--- src/md2id_pkg.sv ---
// Types, constants and helper functions of the minicomputer to IEEE double converter.
package md2id_pkg;

  // Source exponent bias and IEEE double bias.
  localparam logic [15:0]        SRC_BIAS  = 16'h0080;
  localparam logic signed [16:0] DST_BIAS  = 17'sd1023;
  // Target exponents below this flush to zero.
  localparam logic signed [16:0] EXP_TINY  = -17'sd50;
  // Largest finite biased exponent.
  localparam logic signed [16:0] EXP_LIMIT = 17'sd2046;

  // Saturated result, sign excluded.
  localparam logic [30:0] SAT_HIGH = 31'h7fefffff;
  localparam logic [31:0] SAT_LOW  = 32'hffffffff;

  // Result classes carried down the pipeline.
  localparam logic [1:0] KIND_ZERO   = 2'd0;
  localparam logic [1:0] KIND_DENORM = 2'd1;
  localparam logic [1:0] KIND_NORMAL = 2'd2;
  localparam logic [1:0] KIND_SAT    = 2'd3;

  // Input transaction.
  typedef struct packed {
    logic [31:0] src_high;
    logic [31:0] src_low;
  } in_t;

  // Output transaction.
  typedef struct packed {
    logic [31:0] ieee_high;
    logic [31:0] ieee_low;
  } out_t;

  // Stage 1: unpacked fields.
  typedef struct packed {
    logic               sign;
    logic               zero;
    logic [47:0]        m48;
    logic signed [16:0] ex;
  } st1_t;

  // Stage 2: magnitude aligned to the hidden bit, coarse class.
  typedef struct packed {
    logic               sign;
    logic [1:0]         kind;
    logic [52:0]        v;
    logic signed [16:0] ex;
  } st2_t;

  // Stage 3: leading zero count added.
  typedef struct packed {
    logic               sign;
    logic [1:0]         kind;
    logic [52:0]        v;
    logic signed [16:0] ex;
    logic [5:0]         lz;
  } st3_t;

  // Stage 4: control handed to the alignment and packing logic.
  typedef struct packed {
    logic        sign;
    logic [1:0]  kind;
    logic [52:0] v;
    logic [5:0]  shamt;
    logic        post_shr;
    logic [10:0] exp_out;
  } st4_t;

  // Leading zero count of the 53-bit magnitude; the highest set bit wins last.
  function automatic logic [5:0] lead_zeros(input logic [52:0] v);
    logic [5:0] n;
    n = 6'd0;
    for (int i = 0; i < 53; i++) begin
      if (v[i]) begin
        n = 6'(52 - i);
      end
    end
    return n;
  endfunction

endpackage

--- src/md2id_align.sv ---
// Final shift, rounding and packing of the IEEE double result.
module md2id_align
  import md2id_pkg::*;
(
  input  st4_t ctrl,
  output out_t res
);

  logic [52:0] rsh;
  logic [52:0] rnd;
  logic [52:0] lsh;
  logic [52:0] nrm;

  // Denormal path: logical right shift, then round half up.
  assign rsh = ctrl.v >> ctrl.shamt;
  assign rnd = (rsh + 53'd1) >> 1;

  // Normal path: normalize, then one more right shift at exponent zero.
  assign lsh = ctrl.v << ctrl.shamt;
  assign nrm = ctrl.post_shr ? (lsh >> 1) : lsh;

  // Pick the result by class.
  always_comb begin
    case (ctrl.kind)
      KIND_ZERO: begin
        res.ieee_high = 32'd0;
        res.ieee_low  = 32'd0;
      end
      KIND_DENORM: begin
        res.ieee_high = {ctrl.sign, 11'd0, rnd[51:32]};
        res.ieee_low  = rnd[31:0];
      end
      KIND_NORMAL: begin
        res.ieee_high = {ctrl.sign, ctrl.exp_out, nrm[51:32]};
        res.ieee_low  = nrm[31:0];
      end
      default: begin
        res.ieee_high = {ctrl.sign, SAT_HIGH};
        res.ieee_low  = SAT_LOW;
      end
    endcase
  end

endmodule

--- src/minicomputer_double_to_ieee_double.sv ---
// Top level of the minicomputer double to IEEE 754 double converter.
//
// Usage: one input transaction carries a 64-bit minicomputer double
// (src_high, src_low); one output transaction carries the IEEE double
// (ieee_high, ieee_low). Both channels use valid and stall; a transaction
// moves on a rising edge with valid high and stall low.
// Path: an accepted input moves through the registers st1, st2, st3, st4
// and out_data, in that order, before the result can be taken.
// Throughput: one conversion per cycle when not stalled. The five
// register stages are unpack, negate, leading zero count, shift select,
// and shift/round/pack into the output register; each is one narrow step deep.
// Each stage holds while the stage after it is full and held, so a stall
// on the output ripples back to in_stall without losing or repeating
// anything; empty stages keep accepting until the pipeline is full.
// Reset (rst, synchronous) clears all valid bits; the datapath registers
// are not reset.
module minicomputer_double_to_ieee_double
  import md2id_pkg::*;
(
  input  logic clk,
  input  logic rst,
  input  logic in_valid,
  output logic in_stall,
  input  in_t  in_data,
  output logic out_valid,
  input  logic out_stall,
  output out_t out_data
);

  st1_t st1;
  st2_t st2;
  st3_t st3;
  st4_t st4;
  st1_t st1_next;
  st2_t st2_next;
  st3_t st3_next;
  st4_t st4_next;
  out_t res;
  logic valid1;
  logic valid2;
  logic valid3;
  logic valid4;
  logic en1;
  logic en2;
  logic en3;
  logic en4;
  logic en5;
  logic [15:0] e16;
  logic [47:0] mag;
  logic [5:0]  lshamt;
  logic signed [16:0] exn;

  // Per-stage load enables: a stage loads when empty or when its successor moves.
  assign en5 = !out_valid || !out_stall;
  assign en4 = !valid4 || en5;
  assign en3 = !valid3 || en4;
  assign en2 = !valid2 || en3;
  assign en1 = !valid1 || en2;
  assign in_stall = !en1;

  // Stage 1: split mantissa and rebias the exponent.
  always_comb begin
    e16           = in_data.src_low[15:0] - SRC_BIAS;
    st1_next.sign = in_data.src_high[31];
    st1_next.m48  = {in_data.src_high, in_data.src_low[31:16]};
    st1_next.zero = (st1_next.m48 == 48'd0);
    st1_next.ex   = $signed({e16[15], e16}) + DST_BIAS;
  end

  // Stage 2: magnitude and coarse classification.
  always_comb begin
    mag           = st1.sign ? (48'd0 - st1.m48) : st1.m48;
    st2_next.sign = st1.sign;
    st2_next.v    = {mag, 5'd0};
    st2_next.ex   = st1.ex;
    if (st1.zero || (st1.ex < EXP_TINY)) begin
      st2_next.kind = KIND_ZERO;
    end else if (st1.ex < 17'sd0) begin
      st2_next.kind = KIND_DENORM;
    end else begin
      st2_next.kind = KIND_NORMAL;
    end
  end

  // Stage 3: leading zero search.
  always_comb begin
    st3_next.sign = st2.sign;
    st3_next.kind = st2.kind;
    st3_next.v    = st2.v;
    st3_next.ex   = st2.ex;
    st3_next.lz   = lead_zeros(st2.v);
  end

  // Stage 4: shift amount, final exponent and saturation.
  always_comb begin
    lshamt = ($signed({11'd0, st3.lz}) < st3.ex) ? st3.lz : st3.ex[5:0];
    exn    = st3.ex - $signed({11'd0, lshamt});
    st4_next.sign     = st3.sign;
    st4_next.v        = st3.v;
    st4_next.kind     = st3.kind;
    st4_next.shamt    = lshamt;
    st4_next.post_shr = (exn == 17'sd0);
    st4_next.exp_out  = exn[10:0];
    if (st3.kind == KIND_DENORM) begin
      st4_next.shamt    = 6'(17'sd0 - st3.ex);
      st4_next.post_shr = 1'b0;
      st4_next.exp_out  = 11'd0;
    end else if ((st3.kind == KIND_NORMAL) && (exn > EXP_LIMIT)) begin
      st4_next.kind = KIND_SAT;
    end
  end

  // Stage 5: shift, round and pack.
  md2id_align u_align (
    .ctrl (st4),
    .res  (res)
  );

  // Valid bits.
  always_ff @(posedge clk) begin
    if (rst) begin
      valid1    <= 1'b0;
      valid2    <= 1'b0;
      valid3    <= 1'b0;
      valid4    <= 1'b0;
      out_valid <= 1'b0;
    end else begin
      if (en1) valid1    <= in_valid;
      if (en2) valid2    <= valid1;
      if (en3) valid3    <= valid2;
      if (en4) valid4    <= valid3;
      if (en5) out_valid <= valid4;
    end
  end

  // Datapath registers.
  always_ff @(posedge clk) begin
    if (en1) st1      <= st1_next;
    if (en2) st2      <= st2_next;
    if (en3) st3      <= st3_next;
    if (en4) st4      <= st4_next;
    if (en5) out_data <= res;
  end

endmodule

--- config.mk ---
export PLATFORM = sky130hd
export DESIGN_NAME = minicomputer_double_to_ieee_double
export DESIGN_NICKNAME = d
export VERILOG_FILES = /design/src/md2id_pkg.sv /design/src/md2id_align.sv /design/src/minicomputer_double_to_ieee_double.sv
export SDC_FILE = /design/constraint.sdc
export NUM_CORES = 1
export LEC_CHECK = 0
export ABC_AREA = 1
export BUFFER_PORTS_ARGS = -buffer_cell sky130_fd_sc_hd__buf_2
export CAP_MARGIN = 20
export CORE_MARGIN = 2
export CORE_UTILIZATION = 40
export CTS_BUF_LIST = sky130_fd_sc_hd__clkbuf_16
export DETAILED_ROUTE_END_ITERATION = 16
export PLACE_DENSITY = 0.63
export SLEW_MARGIN = 30
export SYNTH_ARGS = -nofsm -noshare
export SYNTH_HDL_FRONTEND = slang
export SYNTH_SLANG_ARGS = --single-unit
--- constraint.sdc ---
create_clock -name clk -period 17.7 [get_ports clk]
set_clock_uncertainty 0.05 [all_clocks]
set_input_delay 0 -clock clk [delete_from_list [all_inputs] [get_ports clk]]
set_output_delay 0 -clock clk [all_outputs]
set_load 0.005 [all_outputs]
# After elaboration in Yosys (flattened, before gate mapping)
# Index checks and enable logic that the tools add are counted.
# W data, S select, Z words.
[classes]
addsub = 6
n_mul = 0
div_mod_pow = 0
n_lt_le_gt_ge = 4
n_eq_ne = 4
n_shift = 2
n_mux = 55
bitwise = 0
n_reduce_logical = 22
[op_table]
columns = ["op", "n"]
rows = [
  ["$pmux W64 S3", 1],
  ["$mux W6", 17],
  ["$mux W5", 16],
  ["$add A53 B1 Y53 const B", 1],
  ["$shl A53 B6 Y53", 1],
  ["$shr A53 B6 Y53", 1],
  ["$mux W52", 1],
  ["$logic_not A48 Y1", 1],
  ["$mux W48", 1],
  ["$sub A1 B48 Y48 const A", 1],
  ["$mux W4", 8],
  ["$reduce_or A32 Y1", 1],
  ["$mux W18", 1],
  ["$add A16 B11 Y17 const B", 1],
  ["$gt A17 B12 Y1 const B", 1],
  ["$logic_not A17 Y1", 1],
  ["$lt A17 B1 Y1 const B", 1],
  ["$lt A17 B7 Y1 const B", 1],
  ["$lt A7 B17 Y1", 1],
  ["$sub A17 B7 Y17", 1],
  ["$reduce_or A16 Y1", 1],
  ["$sub A16 B8 Y16 const B", 1],
  ["$mux W3", 4],
  ["$mux W2", 5],
  ["other kinds (11)", 24],
]
[word_totals]
ff_bits = 347
latch_bits = 0
mem_bits_rw = 0
rom_bits = 0
inputBits = 68
output_inout_bits = 66
word_cells = 124
n_memories = 0

# Longest topological paths before layout
[depth]
ltp_word = 47
depth_mapped = 47
mapped_depth_nobuf = 47

# Hierarchy
# Synthesis repeated with hierarchy kept, for this count alone.
[unflattened]
cells_unflattened = 3040
area_unflattened_um2 = 23435.0
[by_module_without_submodules]
columns = ["module", "n_inst", "cells_per_inst", "area_per_inst_um2", "seq_area_each_um2"]
rows = [
  ["minicomputer_double_to_ieee_double", 1, 980, 13696.9, 10339.9],
  ["md2id_align", 1, 2060, 9738.1, 0.0],
]

# Worst setup path after synthesis
# Ideal clock, no wire load.
[synth_path]
path_kind = "reg-to-reg"
from = "reg out_valid"
to = "reg st1[0] in the netlist's numbering (enable)"
setup_ns = 0.421
arrival_ns = 7.909
required_time_ns = 17.229
setup_slack_ns = 9.320
path_stages_with_launch = 10
n_path_buf = 0
synth_period_minus_slack_ns = 8.380
cell_sequence = "dfxtp_1 > nand2_1 > nor2_1 > inv_1 > nor2_1 > inv_1 > nor2_1 > inv_1 > nor2_1 > inv_1"
[synth_between]
elab_chain_len = 6
[synth_rtl]
columns = ["element", "line", "text"]
rows = [
  ["start, declared", "minicomputer_double_to_ieee_double.sv:25", "output logic out_valid,"],
  ["start signal, assigned", "minicomputer_double_to_ieee_double.sv:132", "if (en5) out_valid <= valid4;"],
  ["$logic_not A1 Y1", "minicomputer_double_to_ieee_double.sv:54", "assign en5 = !out_valid || !out_stall;"],
  ["$logic_or A1 B1 Y1", "minicomputer_double_to_ieee_double.sv:54", ""],
  ["net en5", "minicomputer_double_to_ieee_double.sv:47", "logic en5;"],
  ["$logic_or A1 B1 Y1", "minicomputer_double_to_ieee_double.sv:55", "assign en4 = !valid4 || en5;"],
  ["net en4", "minicomputer_double_to_ieee_double.sv:46", "logic en4;"],
  ["$logic_or A1 B1 Y1", "minicomputer_double_to_ieee_double.sv:56", "assign en3 = !valid3 || en4;"],
  ["net en3", "minicomputer_double_to_ieee_double.sv:45", "logic en3;"],
  ["$logic_or A1 B1 Y1", "minicomputer_double_to_ieee_double.sv:57", "assign en2 = !valid2 || en3;"],
  ["net en2", "minicomputer_double_to_ieee_double.sv:44", "logic en2;"],
  ["$logic_or A1 B1 Y1", "minicomputer_double_to_ieee_double.sv:58", "assign en1 = !valid1 || en2;"],
  ["end signal, assigned", "minicomputer_double_to_ieee_double.sv:138", "if (en1) st1 <= st1_next;"],
  ["end, declared", "minicomputer_double_to_ieee_double.sv:30", "st1_t st1;"],
]
# The timed path passes the listed nets, and every way through them passes these cells.
# A chain may end at the register's enable or synchronous reset.

==> metrics <==
leakage=10.3 nW; sequential area share after synthesis=48.0%; Clock Latency Late Sink=570 ps; hold depth=5; Mapped Area=21600 um2; vias after detailed routing=18500; Synth Instances=2648; CTS root buffer=clkbuf_16; routed wire length=63500 um; Starting Density=40.2%; total CTS buffers=38; HPWL Detailed=48900 um; P per Cell Area=106 nW/um2; Worst Hold Class=in -> reg; number of port buffers=133; die width=236 um; area grow syn2layout=14.2%; initial antenna violation count=0; measured slew at the worst slew-check pin=1010 ps; Post-synth top flop=edfxtp_1; outcome=finished, final reports clean; commonest non-fill, non-tap cell in the layout=nand2_1; Slew headroom=32.2%; Reg2Reg Depth=24; asr flop ratio synth=0%; commonest cells after routing, fill and taps aside=nand2_1, edfxtp_1, nor2_1; Post-synth EDFFs=341; unrepaired setup endpoints after global routing=no; period utilisation layout=29.7%; register bit total from synthesis=346; synth warn=0; Resized cells post-CTS=0; CP arrival=5480 ps; largest net degree at the start of global routing=99; die height=236 um; critical path class=reg -> reg; H-tree Lvls=2; Tmin final=5260 ps; Top Ports=134; initial detailed-routing violation count=1584; Antenna Nets Post-Route=0; remaining global-route overflow=0; first-pass GRT wire length=100000 um; Sink Count=346; CTS tree=done; share of cells above drive strength 1=10.9%; number of global-route vias before repair=18000; syn nets=2734; max-cap violations=0; number of distinct library cells after synthesis=66; Placeable Area=53600 um2; hold slack=46.1 ps; drt via density=5.27; fmax=0.190 GHz; Reg clk slew, reported paths=60 ps; wire per inst=18.1 um; Fin Setup TNS=0 ps; diodes inserted=0; Slew Limit Fails=0; crit-path max FO=98; CP Capture Type=register; clock tree buffer depth=3; drt drc=0; Worst Path Required=17920 ps; VDD IR max=0.0805 mV; CP Launch Type=register; # Post-CTS Setup Buffers=0; DR pass1 iterations=6; die area=55800 um2; Layout Nets=2879; Final setup viols=0; GRT Util Overall=22.8%; final hold viol count=0; syn_area_per_cell=8.14 um2; Cell Rows=85; RD Place Congestion=1.01
## path summary, 6_finish.rpt
path                            startpoint            to  slack, ps
worst max-delay path               st4[13]  out_data[27]      12440
worst min-delay path            in_data[8]       st1[12]         50
worst max register to register     st4[13]  out_data[27]      12440
worst min register to register     st3[72]       st4[67]        350
## critical path, stage by stage (launching register included)
cell	delay, ps
edfxtp_1	320
buf_4	590
inv_4	510
o21ai_1	480
o21ai_0	210
nand2_1	110
o21ai_1	120
nor2_1	210
o21ai_1	210
inv_1	150
nand2_1	80
nor2_1	110
nand2_1	100
nor2_1	120
nand4_1	100
nor2_1	150
nand2_1	70
nor2_1	130
nand2_1	100
nor2_1	180
nand4_1	120
nor2_1	200
nand2_1	110
o21ai_0	230
o2111ai_1	130
## synth_stat cells, types with 44 or more instances
cell type,n,share of area (%)
inv_1,278,4.8
nor3_1,44,1.0
a21oi_1,144,3.3
xor2_1,55,2.2
o21ai_0,178,4.1
edfxtp_1,341,47
nand2_1,643,11
nor2_1,293,5.1
clkbuf_1,61,1.1
o21ai_1,75,1.7
nand3_1,94,2.2
## metal layers
metal | part of all wire [%] | wire length (um) | vias to the layer above | track usage (%)
li1 | - | - | 9241 | -
met1 | 43 | 27500 | 8633 | 29.4
met2 | 47 | 29700 | 542 | 38.2
met3 | 5.2 | 3310 | 128 | 3.15
met4 | 4.7 | 2980 | 0 | 10.2
met5 | 0 | 0 | - | 0
## cells by family after synthesis
kind of cell	share of synthesized area, %
flip-flops	48.0
multiplexers	1.67
buffers and inverters	8.36
adder cells (fa/ha/maj)	1.08
XOR/XNOR	3.41
AND/OR/NAND/NOR	23.8
AO/OA/AOI/OAI	13.7
## per-stage QoR
stage / setup slack (ps) / util (%) / instance area (um2) / std cells / total power, mW
global placement: 12630 / 42.3 / 22700 / 3373 / 1.83
finish: 12440 / 45.9 / 24600 / 3516 / 2.60
detailed placement: 12600 / 42.3 / 22700 / 3373 / 1.84
global route: 11990 / 45.9 / 24600 / 3516 / 2.75
floorplan: 9320 / - / 21600 / 2648 / 1.57
CTS: 12600 / 45.9 / 24600 / 3516 / 2.61
## repair_timing
item	CTS	global route
setup endpoints to repair	0	0
endpoints found under the hold margin	71	0
hold buffers	76	0
## sequential cells by signal (all words and copies together) (netlist names)
| name | cells |
|---|---|
| st3 | 74 |
| st4 | 69 |
| st2 | 68 |
| st1 | 66 |
| out_data | 64 |
| out_valid | 1 |
| valid1 | 1 |
| valid2 | 1 |
| valid3 | 1 |
| valid4 | 1 |
## where the power goes
part | switching, mW | internal, mW
Sequential | 0.0484 | 1.01
Clock | 0.318 | 0.437
Combinational | 0.558 | 0.234
## layout make-up
class | instances | area, um2
Multi-Input combinational cell | 1860 | 9430
Sequential cell | 346 | 10300
Inverter | 314 | 1190
Clock buffer | 38 | 951
Tap cell | 696 | 871
Clock inverter | 29 | 240
Fill cell | 5269 | 29000
Timing Repair Buffer | 233 | 1610
No activity file was read; power rests on OpenSTA's default activity.
